## config.mk

```make
export PLATFORM = sky130hd
export DESIGN_NAME = point_in_tetrahedron_test_unit
export DESIGN_NICKNAME = d
export VERILOG_FILES = /design/src/hdl/pitt_pkg.sv /design/src/hdl/point_in_tetrahedron_test_unit.sv
export SDC_FILE = /design/constraint.sdc
export NUM_CORES = 2
export LEC_CHECK = 0
export ABC_AREA = 1
export BUFFER_PORTS_ARGS = -buffer_cell sky130_fd_sc_hd__buf_2
export CORE_MARGIN = 5
export CORE_UTILIZATION = 60
export CTS_BUF_LIST = sky130_fd_sc_hd__clkbuf_4
export CTS_CLUSTER_DIAMETER = 150
export CTS_CLUSTER_SIZE = 12
export DETAILED_ROUTE_END_ITERATION = 10
export GPL_TIMING_DRIVEN = 1
export HOLD_SLACK_MARGIN = 0.02
export PLACE_DENSITY = 0.73
export SETUP_SLACK_MARGIN = 0.1
export SYNTH_ARGS = -nofsm -noshare
export SYNTH_HDL_FRONTEND = slang
export SYNTH_SLANG_ARGS = --single-unit
```

## constraint.sdc

```tcl
create_clock -name clk -period 10.66 [get_ports clk]
set_input_delay 0.533 -clock clk [delete_from_list [all_inputs] [get_ports clk]]
set_output_delay 0.533 -clock clk [all_outputs]
set_load 0.01 [all_outputs]
```

## src/hdl/pitt_pkg.sv

```systemverilog
`default_nettype none
package pitt_pkg;

	localparam int CoordBits = 16;
	localparam int TolW      = 16;
	localparam int DiffW     = CoordBits + 1;
	localparam int CofW      = 2 * DiffW + 1;
	localparam int DetW      = DiffW + CofW + 2;
	localparam int MulAW     = (DiffW > TolW + 1) ? DiffW : TolW + 1;
	localparam int MulBW     = DetW + 1;
	localparam int ProdW     = MulAW + MulBW;
	localparam int ThrW      = TolW + DetW;
	localparam int FracBits  = 32;
	localparam int CmpW      = DetW + FracBits;
	localparam int StepW     = 4;
	localparam int LastStep  = 10;
	localparam int DetIdxW   = 3;
	localparam int LastDet   = 4;
	localparam logic [TolW-1:0] TolReset = 16'd4295;

	localparam logic CmdLoad = 1'b0;
	localparam logic CmdTest = 1'b1;

	typedef enum logic [1:0] {
		ST_IDLE,
		ST_RUN,
		ST_DONE
	} state_t;

	typedef enum logic [3:0] {
		OP_NONE,
		OP_SET_C1,
		OP_SUB_C1,
		OP_SET_C2,
		OP_SUB_C2,
		OP_SET_C3,
		OP_SUB_C3,
		OP_SET_DET,
		OP_SUB_DET,
		OP_ADD_DET,
		OP_SET_THR
	} op_t;

endpackage
`default_nettype wire

```

## src/hdl/point_in_tetrahedron_test_unit.sv

```systemverilog
// Point-in-tetrahedron test.
// Input channel (in_valid / in_stall) carries one request per item. A request
// with command load writes coord_x/y/z into the corner named by vertex_index
// and gives no result. A request with command test checks the point against
// the four stored corners and gives one result on the output channel
// (out_valid / out_stall): inside_res, and degenerate when the stored
// tetrahedron has zero volume.
// A test runs five 3x3 determinants through one shared multiplier, only the
// first when the volume is zero. in_stall is high from the request until the
// result goes to the output register, so a new test is not taken before the
// last one is through.
// cfg_ready is always high; the user writes the tolerance register over
// cfg_valid / cfg_tolerance only while the block is idle (not enforced).
// The result waits in an output register while out_stall is high; new load
// requests are still taken then, and a finished test waits for the register.
// Reset clears the control state and sets the tolerance to 4295; corners are
// undefined until loaded.
`default_nettype none
module point_in_tetrahedron_test_unit (
	input  wire                                   clk,
	input  wire                                   arst_n,
	input  wire                                   in_valid,
	output logic                                  in_stall,
	input  wire                                   command,
	input  wire  [1:0]                            vertex_index,
	input  wire  signed [pitt_pkg::CoordBits-1:0] coord_x,
	input  wire  signed [pitt_pkg::CoordBits-1:0] coord_y,
	input  wire  signed [pitt_pkg::CoordBits-1:0] coord_z,
	output logic                                  out_valid,
	input  wire                                   out_stall,
	output logic                                  inside_res,
	output logic                                  degenerate,
	input  wire                                   cfg_valid,
	output logic                                  cfg_ready,
	input  wire  [pitt_pkg::TolW-1:0]             cfg_tolerance
);

	localparam int CB = pitt_pkg::CoordBits;

	pitt_pkg::state_t state_q, state_d;

	logic signed [CB-1:0] vx_q [4];
	logic signed [CB-1:0] vy_q [4];
	logic signed [CB-1:0] vz_q [4];
	logic signed [CB-1:0] px_q, py_q, pz_q;
	logic [pitt_pkg::TolW-1:0] tol_q;

	logic [pitt_pkg::StepW-1:0]   step_q;
	logic [pitt_pkg::DetIdxW-1:0] k_q;

	logic signed [pitt_pkg::CofW-1:0] c1_q, c2_q, c3_q;
	logic signed [pitt_pkg::DetW-1:0] det_q;
	logic [pitt_pkg::ThrW-1:0]        thr_q;
	logic                             dneg_q;
	logic                             ok_q;
	logic                             deg_q;
	logic signed [pitt_pkg::ProdW-1:0] prod_s1;
	pitt_pkg::op_t                    op_s1;

	logic out_valid_q, inside_q, degen_q;

	logic signed [CB-1:0] sx [4];
	logic signed [CB-1:0] sy [4];
	logic signed [CB-1:0] sz [4];
	logic signed [pitt_pkg::DiffW-1:0] bx, by, bz, cx, cy, cz, dx, dy, dz;
	logic signed [pitt_pkg::MulAW-1:0] mul_a;
	logic signed [pitt_pkg::MulBW-1:0] mul_b;
	pitt_pkg::op_t op;
	logic [pitt_pkg::DetW-1:0] det_abs;
	logic coord_fail;
	logic in_acc, out_acc, last_step, det_zero, finish;

	assign in_acc    = in_valid && !in_stall;
	assign out_acc   = out_valid_q && !out_stall;
	assign last_step = (step_q == pitt_pkg::StepW'(pitt_pkg::LastStep));
	assign det_zero  = (det_q == '0);
	assign det_abs   = det_q[pitt_pkg::DetW-1] ? pitt_pkg::DetW'(-det_q)
	                                           : pitt_pkg::DetW'(det_q);
	assign finish    = (state_q == pitt_pkg::ST_RUN) && last_step &&
	                   ((k_q == '0 && det_zero) ||
	                    k_q == pitt_pkg::DetIdxW'(pitt_pkg::LastDet));

	// A coordinate fails when it is negative and |N| * 2^32 exceeds tol * |D|.
	assign coord_fail = !det_zero && (det_q[pitt_pkg::DetW-1] != dneg_q) &&
	                    ({det_abs, pitt_pkg::FracBits'(0)} >
	                     pitt_pkg::CmpW'(thr_q));

	// Corners of the current determinant: the query point replaces corner k-1.
	always_comb begin
		for (int j = 0; j < 4; j++) begin
			if (k_q == pitt_pkg::DetIdxW'(j + 1)) begin
				sx[j] = px_q;
				sy[j] = py_q;
				sz[j] = pz_q;
			end else begin
				sx[j] = vx_q[j];
				sy[j] = vy_q[j];
				sz[j] = vz_q[j];
			end
		end
	end

	assign bx = pitt_pkg::DiffW'(sx[1]) - pitt_pkg::DiffW'(sx[0]);
	assign by = pitt_pkg::DiffW'(sy[1]) - pitt_pkg::DiffW'(sy[0]);
	assign bz = pitt_pkg::DiffW'(sz[1]) - pitt_pkg::DiffW'(sz[0]);
	assign cx = pitt_pkg::DiffW'(sx[2]) - pitt_pkg::DiffW'(sx[0]);
	assign cy = pitt_pkg::DiffW'(sy[2]) - pitt_pkg::DiffW'(sy[0]);
	assign cz = pitt_pkg::DiffW'(sz[2]) - pitt_pkg::DiffW'(sz[0]);
	assign dx = pitt_pkg::DiffW'(sx[3]) - pitt_pkg::DiffW'(sx[0]);
	assign dy = pitt_pkg::DiffW'(sy[3]) - pitt_pkg::DiffW'(sy[0]);
	assign dz = pitt_pkg::DiffW'(sz[3]) - pitt_pkg::DiffW'(sz[0]);

	// Operand selection for the shared multiplier, at most one product per step.
	always_comb begin
		mul_a = '0;
		mul_b = '0;
		op    = pitt_pkg::OP_NONE;
		if (state_q == pitt_pkg::ST_RUN) begin
			case (step_q)
				4'd0: begin
					mul_a = pitt_pkg::MulAW'(cy); mul_b = pitt_pkg::MulBW'(dz);
					op = pitt_pkg::OP_SET_C1;
				end
				4'd1: begin
					mul_a = pitt_pkg::MulAW'(cz); mul_b = pitt_pkg::MulBW'(dy);
					op = pitt_pkg::OP_SUB_C1;
				end
				4'd2: begin
					mul_a = pitt_pkg::MulAW'(cx); mul_b = pitt_pkg::MulBW'(dz);
					op = pitt_pkg::OP_SET_C2;
				end
				4'd3: begin
					mul_a = pitt_pkg::MulAW'(cz); mul_b = pitt_pkg::MulBW'(dx);
					op = pitt_pkg::OP_SUB_C2;
				end
				4'd4: begin
					mul_a = pitt_pkg::MulAW'(cx); mul_b = pitt_pkg::MulBW'(dy);
					op = pitt_pkg::OP_SET_C3;
				end
				4'd5: begin
					mul_a = pitt_pkg::MulAW'(cy); mul_b = pitt_pkg::MulBW'(dx);
					op = pitt_pkg::OP_SUB_C3;
				end
				4'd6: begin
					mul_a = pitt_pkg::MulAW'(bx); mul_b = pitt_pkg::MulBW'(c1_q);
					op = pitt_pkg::OP_SET_DET;
				end
				4'd7: begin
					mul_a = pitt_pkg::MulAW'(by); mul_b = pitt_pkg::MulBW'(c2_q);
					op = pitt_pkg::OP_SUB_DET;
				end
				4'd8: begin
					mul_a = pitt_pkg::MulAW'(bz); mul_b = pitt_pkg::MulBW'(c3_q);
					op = pitt_pkg::OP_ADD_DET;
				end
				4'd10: begin
					if (k_q == '0) begin
						mul_a = signed'({1'b0, tol_q});
						mul_b = signed'({1'b0, det_abs});
						op = pitt_pkg::OP_SET_THR;
					end
				end
				default: begin
					op = pitt_pkg::OP_NONE;
				end
			endcase
		end
	end

	always_comb begin
		state_d = state_q;
		case (state_q)
			pitt_pkg::ST_IDLE: begin
				if (in_acc && command == pitt_pkg::CmdTest)
					state_d = pitt_pkg::ST_RUN;
			end
			pitt_pkg::ST_RUN: begin
				if (finish)
					state_d = pitt_pkg::ST_DONE;
			end
			pitt_pkg::ST_DONE: begin
				if (!out_valid_q || !out_stall)
					state_d = pitt_pkg::ST_IDLE;
			end
			default: state_d = pitt_pkg::ST_IDLE;
		endcase
	end

	always_comb begin
		in_stall   = (state_q != pitt_pkg::ST_IDLE);
		cfg_ready  = 1'b1;
		out_valid  = out_valid_q;
		inside_res = inside_q;
		degenerate = degen_q;
	end

	always_ff @(posedge clk or negedge arst_n) begin
		if (!arst_n) begin
			state_q     <= pitt_pkg::ST_IDLE;
			tol_q       <= pitt_pkg::TolReset;
			out_valid_q <= 1'b0;
			step_q      <= '0;
			k_q         <= '0;
			op_s1       <= pitt_pkg::OP_NONE;
		end else begin
			state_q <= state_d;
			op_s1   <= op;
			if (cfg_valid && cfg_ready)
				tol_q <= cfg_tolerance;
			if (state_q == pitt_pkg::ST_DONE && (!out_valid_q || !out_stall))
				out_valid_q <= 1'b1;
			else if (out_acc)
				out_valid_q <= 1'b0;
			if (state_q == pitt_pkg::ST_RUN && !finish) begin
				if (last_step) begin
					step_q <= '0;
					k_q    <= k_q + 1'b1;
				end else begin
					step_q <= step_q + 1'b1;
				end
			end else begin
				step_q <= '0;
				k_q    <= '0;
			end
		end
	end

	always_ff @(posedge clk) begin
		prod_s1 <= mul_a * mul_b;
		if (in_acc) begin
			if (command == pitt_pkg::CmdLoad) begin
				vx_q[vertex_index] <= coord_x;
				vy_q[vertex_index] <= coord_y;
				vz_q[vertex_index] <= coord_z;
			end else begin
				px_q <= coord_x;
				py_q <= coord_y;
				pz_q <= coord_z;
				ok_q <= 1'b1;
			end
		end
		case (op_s1)
			pitt_pkg::OP_SET_C1:  c1_q  <= prod_s1[pitt_pkg::CofW-1:0];
			pitt_pkg::OP_SUB_C1:  c1_q  <= c1_q - prod_s1[pitt_pkg::CofW-1:0];
			pitt_pkg::OP_SET_C2:  c2_q  <= prod_s1[pitt_pkg::CofW-1:0];
			pitt_pkg::OP_SUB_C2:  c2_q  <= c2_q - prod_s1[pitt_pkg::CofW-1:0];
			pitt_pkg::OP_SET_C3:  c3_q  <= prod_s1[pitt_pkg::CofW-1:0];
			pitt_pkg::OP_SUB_C3:  c3_q  <= c3_q - prod_s1[pitt_pkg::CofW-1:0];
			pitt_pkg::OP_SET_DET: det_q <= prod_s1[pitt_pkg::DetW-1:0];
			pitt_pkg::OP_SUB_DET: det_q <= det_q - prod_s1[pitt_pkg::DetW-1:0];
			pitt_pkg::OP_ADD_DET: det_q <= det_q + prod_s1[pitt_pkg::DetW-1:0];
			pitt_pkg::OP_SET_THR: thr_q <= prod_s1[pitt_pkg::ThrW-1:0];
			default: ;
		endcase
		if (state_q == pitt_pkg::ST_RUN && last_step) begin
			if (k_q == '0) begin
				dneg_q <= det_q[pitt_pkg::DetW-1];
				deg_q  <= det_zero;
			end else if (coord_fail) begin
				ok_q <= 1'b0;
			end
		end
		if (state_q == pitt_pkg::ST_DONE && (!out_valid_q || !out_stall)) begin
			inside_q <= ok_q && !deg_q;
			degen_q  <= deg_q;
		end
	end

endmodule
`default_nettype wire
```

**Word-level counts from Yosys, hierarchy flattened**

Memory sizes are Yosys's and may differ from the RTL's.
Cells that the tools add are included.

- Add/sub/neg operators: 17
- Multipliers: 1
- $lt $le $gt $ge: 1
- Equal/unequal tests: 30
- Muxes and demuxes: 44
- Reduce and logical (&&, ||, !) cells: 38

Operators by type and width:

| operator | number |
|---|---|
| 55-bit case mux with 7 select lines | 1 |
| 35-bit case mux with 2 select lines | 3 |
| 16-bit 2-to-1 mux | 13 |
| 54-bit case mux with 3 select lines | 1 |
| 16-bit by 16-bit subtractor with 17-bit output | 9 |
| 17-bit case mux with 7 select lines | 1 |
| 54-bit 2-to-1 mux | 2 |
| 35-bit subtractor | 3 |
| 86-bit by 70-bit > comparator with 1-bit output | 1 |
| 17-bit by 55-bit multiplier with 70-bit output | 1 |
| 55-bit 2-to-1 mux | 1 |
| 54-bit adder | 1 |
| 54-bit zero test | 1 |
| 54-bit negator | 1 |
| 54-bit subtractor | 1 |
| 4-bit case mux with 10 select lines | 1 |
| 4-bit by 3-bit == test with 1-bit output, second input constant | 8 |
| 4-bit == test, second input constant | 5 |
| 17-bit 2-to-1 mux | 1 |
| 4-bit by 2-bit == test with 1-bit output, second input constant | 4 |
| 4-bit 2-to-1 mux | 4 |
| 2-bit OR reduction | 6 |
| 1-bit logical AND | 11 |
| 1-bit 2-to-1 mux | 10 |
| 22 further kinds | 41 |

- Bits in registers: 382
- Memory bits (writable): 192
- Input bits: 72
- Output and inout port bits: 5
- Logic and storage cells: 154
- Memories: 3

Memories:

| name | depth | bits a word | rd ports | clocked after memory_dff | wr ports | line | RTL |
|---|---|---|---|---|---|---|---|
| vx_q | 4 | 16 | 4 | 0 | 1 | point_in_tetrahedron_test_unit.sv:42 | `logic signed [CB-1:0] vx_q [4];` |
| vy_q | 4 | 16 | 4 | 0 | 1 | point_in_tetrahedron_test_unit.sv:43 | `logic signed [CB-1:0] vy_q [4];` |
| vz_q | 4 | 16 | 4 | 0 | 1 | point_in_tetrahedron_test_unit.sv:44 | `logic signed [CB-1:0] vz_q [4];` |

**Longest topological paths before layout**

- Depth in word-level cells: 7
- Mapped depth: 57
- Depth with buffers taken out: 55

**Least setup slack after synthesis**

Ideal clock, no wire load.

- Kind: reg2reg
- Start point: register k_q[1] (netlist name)
- End point: register prod_s1[69] (netlist name)
- Library setup time: 0.113 ns
- Arrival: 9.047 ns
- Data required time: 10.547 ns
- Setup slack: 1.500 ns
- Stages on the path, launching flop included: 50
- Path buffers: 4
- Clock period less this slack: 9.160 ns
- Path through: dfrtp_1 -> inv_1 -> ha_1 -> nand2_4 -> buf_6 -> clkbuf_1 -> nand2_1 -> o21ai_0 -> ha_1 -> inv_1 -> fa_1 -> nand2_1 -> inv_1 -> o21a_1 -> nor2_1 -> o21ai_0 -> nand3_1 -> nand2_1 -> (+14 left out) -> fa_1 -> inv_1 -> fa_1 -> inv_1 -> fa_1 -> ha_1 -> nand2_1 -> nor2_1 -> inv_1 -> nor4_1 -> nand2_1 -> nor2_1 -> nand4_1 -> nand3_1 -> xor2_1 -> inv_1 -> nand3_1 -> nand2_1

- Word-level cells in the longest chain between the ends: 6
- Elaborated cells on any way between the ends: 33
- Those cells by class: 9 x add/sub; 1 x mul; 4 x eq/ne; 18 x mux; 1 x reduce/logical

Ends and longest elaborated chain:

| what | line | RTL |
|---|---|---|
| from (decl) | point_in_tetrahedron_test_unit.sv:49 | `logic [pitt_pkg::DetIdxW-1:0] k_q;` |
| from (signal assigned) | point_in_tetrahedron_test_unit.sv:217 | `k_q <= k_q + 1'b1;` |
| 3-bit by 2-bit == test with 1-bit output, or another cell as far along | point_in_tetrahedron_test_unit.sv:91 | `if (k_q == pitt_pkg::DetIdxW'(j + 1)) begin` |
| 16-bit 2-to-1 mux | point_in_tetrahedron_test_unit.sv:91 |  |
| 16-bit by 16-bit subtractor with 17-bit output, or another cell as far along | point_in_tetrahedron_test_unit.sv:105 | `assign bz = pitt_pkg::DiffW'(sz[1]) - pitt_pkg::DiffW'(sz[0]);` |
| 17-bit case mux with 7 select lines / 55-bit case mux with 7 select lines (equally long branches) | point_in_tetrahedron_test_unit.sv:119 | `case (step_q)` |
| 17-bit 2-to-1 mux / 55-bit 2-to-1 mux (equally long branches) | point_in_tetrahedron_test_unit.sv:118 | `if (state_q == pitt_pkg::ST_RUN) begin` |
| 17-bit by 55-bit multiplier with 70-bit output * | point_in_tetrahedron_test_unit.sv:229 | `prod_s1 <= mul_a * mul_b;` |
| to (signal assigned) | point_in_tetrahedron_test_unit.sv:229 |  |
| to (decl) | point_in_tetrahedron_test_unit.sv:57 | `logic signed [pitt_pkg::ProdW-1:0] prod_s1;` |

Every way passes the cells marked *; elsewhere a longest branch is shown, timed or not.
A chain may end at the register's enable or synchronous reset.

**Worst setup path after layout**

- Start point: register k_q[1] (netlist name)
- End point: register prod_s1[66] (netlist name)

The elaborated chain is that of the path after synthesis.

==> metrics <==
Fill cells 10.1k; r2r setup slk 0.48 ns; Clock Tree Buf Depth 3; DR WL/cell 25.1 um; DRT antenna net count 0; I/O Buffers 75; reg2reg start k_q[1]$_DFFE_PN0P_; TritonRoute pass-1 iters 9; CP Class reg2reg; grt ovf 0; status completed; Initial Util 60.3%; Seq/Total Area, Yosys 23.1%; Yosys warnings 0; ys async rst share 5.23%; min-delay src cfg_valid; slew margin rel. 20.7%; flip-flop and latch count after synthesis about 570; DR vias/cell 6.11; Hold Crit Endpoint tol_q[12]$_DFFE_PN1P_; Worst EP required about 12 ns; CP max stage delay 0.59 ns; Final Max Tran Viols 0; DR iter-0 viols 8169; die area around 130000 um2; Setup violations, final 0; Multi-input gate area 47800 um2; WL final 266 mm; largest net degree at the start of global routing 71; final hold violations 0; CTS clock-pin slew for the worst setup and hold paths 0.17 ns; Post-synth EDFFs 473; crit end category register; Die Span X 354 um; max-cap violations 0; Slew @ Worst Pin 1.19 ns; Die Span Y 354 um; HP Class in2reg; core footprint 118000 um2; synth-to-layout area growth 7.40%; root buffer cell clkbuf_4; FF-to-FF path depth 43; syn avg cell area 8.10 um2; Reg area ~16000 um2; vias after detailed routing 64.8k; Inserted Clock Buffers 53; Routability Congestion approximately 1.1; worst hold stages 3; CTS sink cnt 574; synthesized instance count between 8k and 9k; H-tree depth 2; Final HPWL DP 219 mm; highest net fanout along the worst path 21; RSZ-0062 raised after global routing yes; number of remaining DRC errors 0; Worst EP arrival 11.03 ns; syn_nets 10.2k; Worst Skew 0.106 ns; Critical Path Source Type register; slowest cell on the critical path fa_1; initial antenna violation count 12; Cell Rows 126; ys flop type edfxtp_1; worst-skew pair later-pin latency 1.02 ns; share of layout cells above drive strength 1 7.91%; Worst Setup SP k_q[1]$_DFFE_PN0P_; Netlist Area Pre-Place 71000 um2; final net count 10.4k; Achievable Freq a little under 0.1 GHz; vias in the first global route 63.9k; global-route wire length before repair slightly below 400 mm; IO Pins 77; Overall Global Routing Usage between 40 and 50%; Top cell by count, worst path inv_1; post-route clock period utilization 95.5%; Setup TNS Final 0 ns; TritonCTS clock tree yes; synth unique cells 75; r2r endpoint prod_s1[66]$_DFF_P_; min Tclk post-route 10.18 ns
==> worst max-delay path by stage <==
| stage | slack (ns) | to | cells after the start |
|---|---|---|---|
| 2_1_floorplan | 1.50 | prod_s1[69]$_DFF_P_ | 49 |
| 3_3_place_gp | 0.39 | prod_s1[66]$_DFF_P_ | 42 |
| 3_5_place_dp | 0.39 | prod_s1[49]$_DFF_P_ | 40 |
| 4_1_cts | 0.26 | prod_s1[49]$_DFF_P_ | 43 |
| 5_1_grt | 0.006 | prod_s1[44]$_DFF_P_ | 44 |
| 6_report | 0.48 | prod_s1[66]$_DFF_P_ | 43 |
==> layout make-up <==
class / count / share of cell area [%]
multi-input combinational: 6316 / 62.7
sequential: 574 / 21.5
inverter: 1661 / 8.20
timing repair buffer: 401 / 4.13
tap: 1536 / 2.52
clock buffer: 97 / 0.954
clock inverter: 3 / 0.0197
antenna: 6 / 0.0197
==> flip-flops by register name (all words and copies together), names as in the netlist, 2 cells and up <==
register	flops
c3_q	35
vy_q	64
vx_q	64
c1_q	35
vz_q	64
pz_q	16
thr_q	70
op_s1	4
k_q	3
px_q	16
step_q	4
state_q	2
prod_s1	70
tol_q	16
c2_q	35
py_q	16
det_q	54
==> critical path, delay by kind of cell (launching register included) <==
family | cells | cell delay, ns
flip-flops | 1 | 0.43
XOR/XNOR | 1 | 0.14
AO/OA/AOI/OAI | 8 | 1.59
AND/OR/NAND/NOR | 14 | 2.35
adder cells (fa/ha/maj) | 10 | 4.39
buffers and inverters | 10 | 1.11
==> through the flow <==
stage	cell area (um2)	hold slack, ns	instances	worst slack (ns)	utilization (%)
floorplan	71000	0.237	8769	1.50	-
finish	76300	0.0697	10600	0.477	64.8
detailed placement	74600	0.390	10400	0.386	63.3
global placement	74600	0.389	10400	0.389	63.3
global route	76300	0.0879	10600	0.00611	64.8
CTS	76000	0.0208	10600	0.260	64.5
==> metal layers <==
metal,global-route usage (%),up-vias,share of wire (%)
met2,62.3,4313,42
met1,58.1,31200,39
met4,18.0,16,5.6
met3,12.0,784,14
met5,0.0769,-,0.065
li1,-,28500,-
==> kinds of logic after synthesis <==
kind of cell / share of synthesized area, %
buf+inv: 10.1
simple gates: 19.4
compound gates: 10.8
other cells: 0.00528
flops: 23.1
fa+ha+maj: 32.3
mux: 1.13
xor+xnor: 3.27
==> what timing repair did <==
item / in CTS / in global routing
setup endpoints to repair: 0 / 47
gates resized for setup: 0 / 48
setup buffers: 0 / 16
hold endpoints to repair: 284 / 0
hold buffers: 66 / 0
==> synthesized netlist by cell type (13+ instances only) <==
library cell	n	area, um2
buf_2	52	260
clkbuf_1	137	514
a211oi_1	15	113
a21o_1	29	218
nor4_1	46	288
a31oi_1	84	526
a21oi_1	517	2590
nand4_1	81	507
ha_1	452	5660
a21boi_0	13	97.6
mux2i_1	34	340
inv_1	1618	6070
o221ai_1	17	149
nand2_1	1774	6660
buf_1	24	90.1
dfxtp_1	71	1420
nand3b_1	16	120
or2_2	74	463
o211ai_1	18	135
a32oi_1	30	263
o31ai_1	16	120
mux2_2	41	462
o21ai_0	426	2130
o22ai_1	17	106
fa_1	862	17300
o21a_1	29	218
nor3_1	82	410
nand3_1	308	1540
dfrtp_1	24	601
xnor2_1	91	797
xor2_1	174	1520
o21bai_1	24	180
nor2_1	913	3430
inv_2	35	131
o21ai_2	15	131
edfxtp_1	473	14200
==> layout by cell type, fill, tap and decap left out, drive strengths merged, types with 174 or more instances in the layout <==
| cell | instances |
|---|---|
| a21oi | 519 |
| buf | 335 |
| edfxtp | 473 |
| fa | 862 |
| ha | 452 |
| inv | 1653 |
| nand2 | 1785 |
| nand3 | 316 |
| nor2 | 923 |
| o21ai | 461 |
| xor2 | 174 |
Power is not shown: default switching activity piles up to over one toggle a cycle in this logic, so the estimate is an artifact.
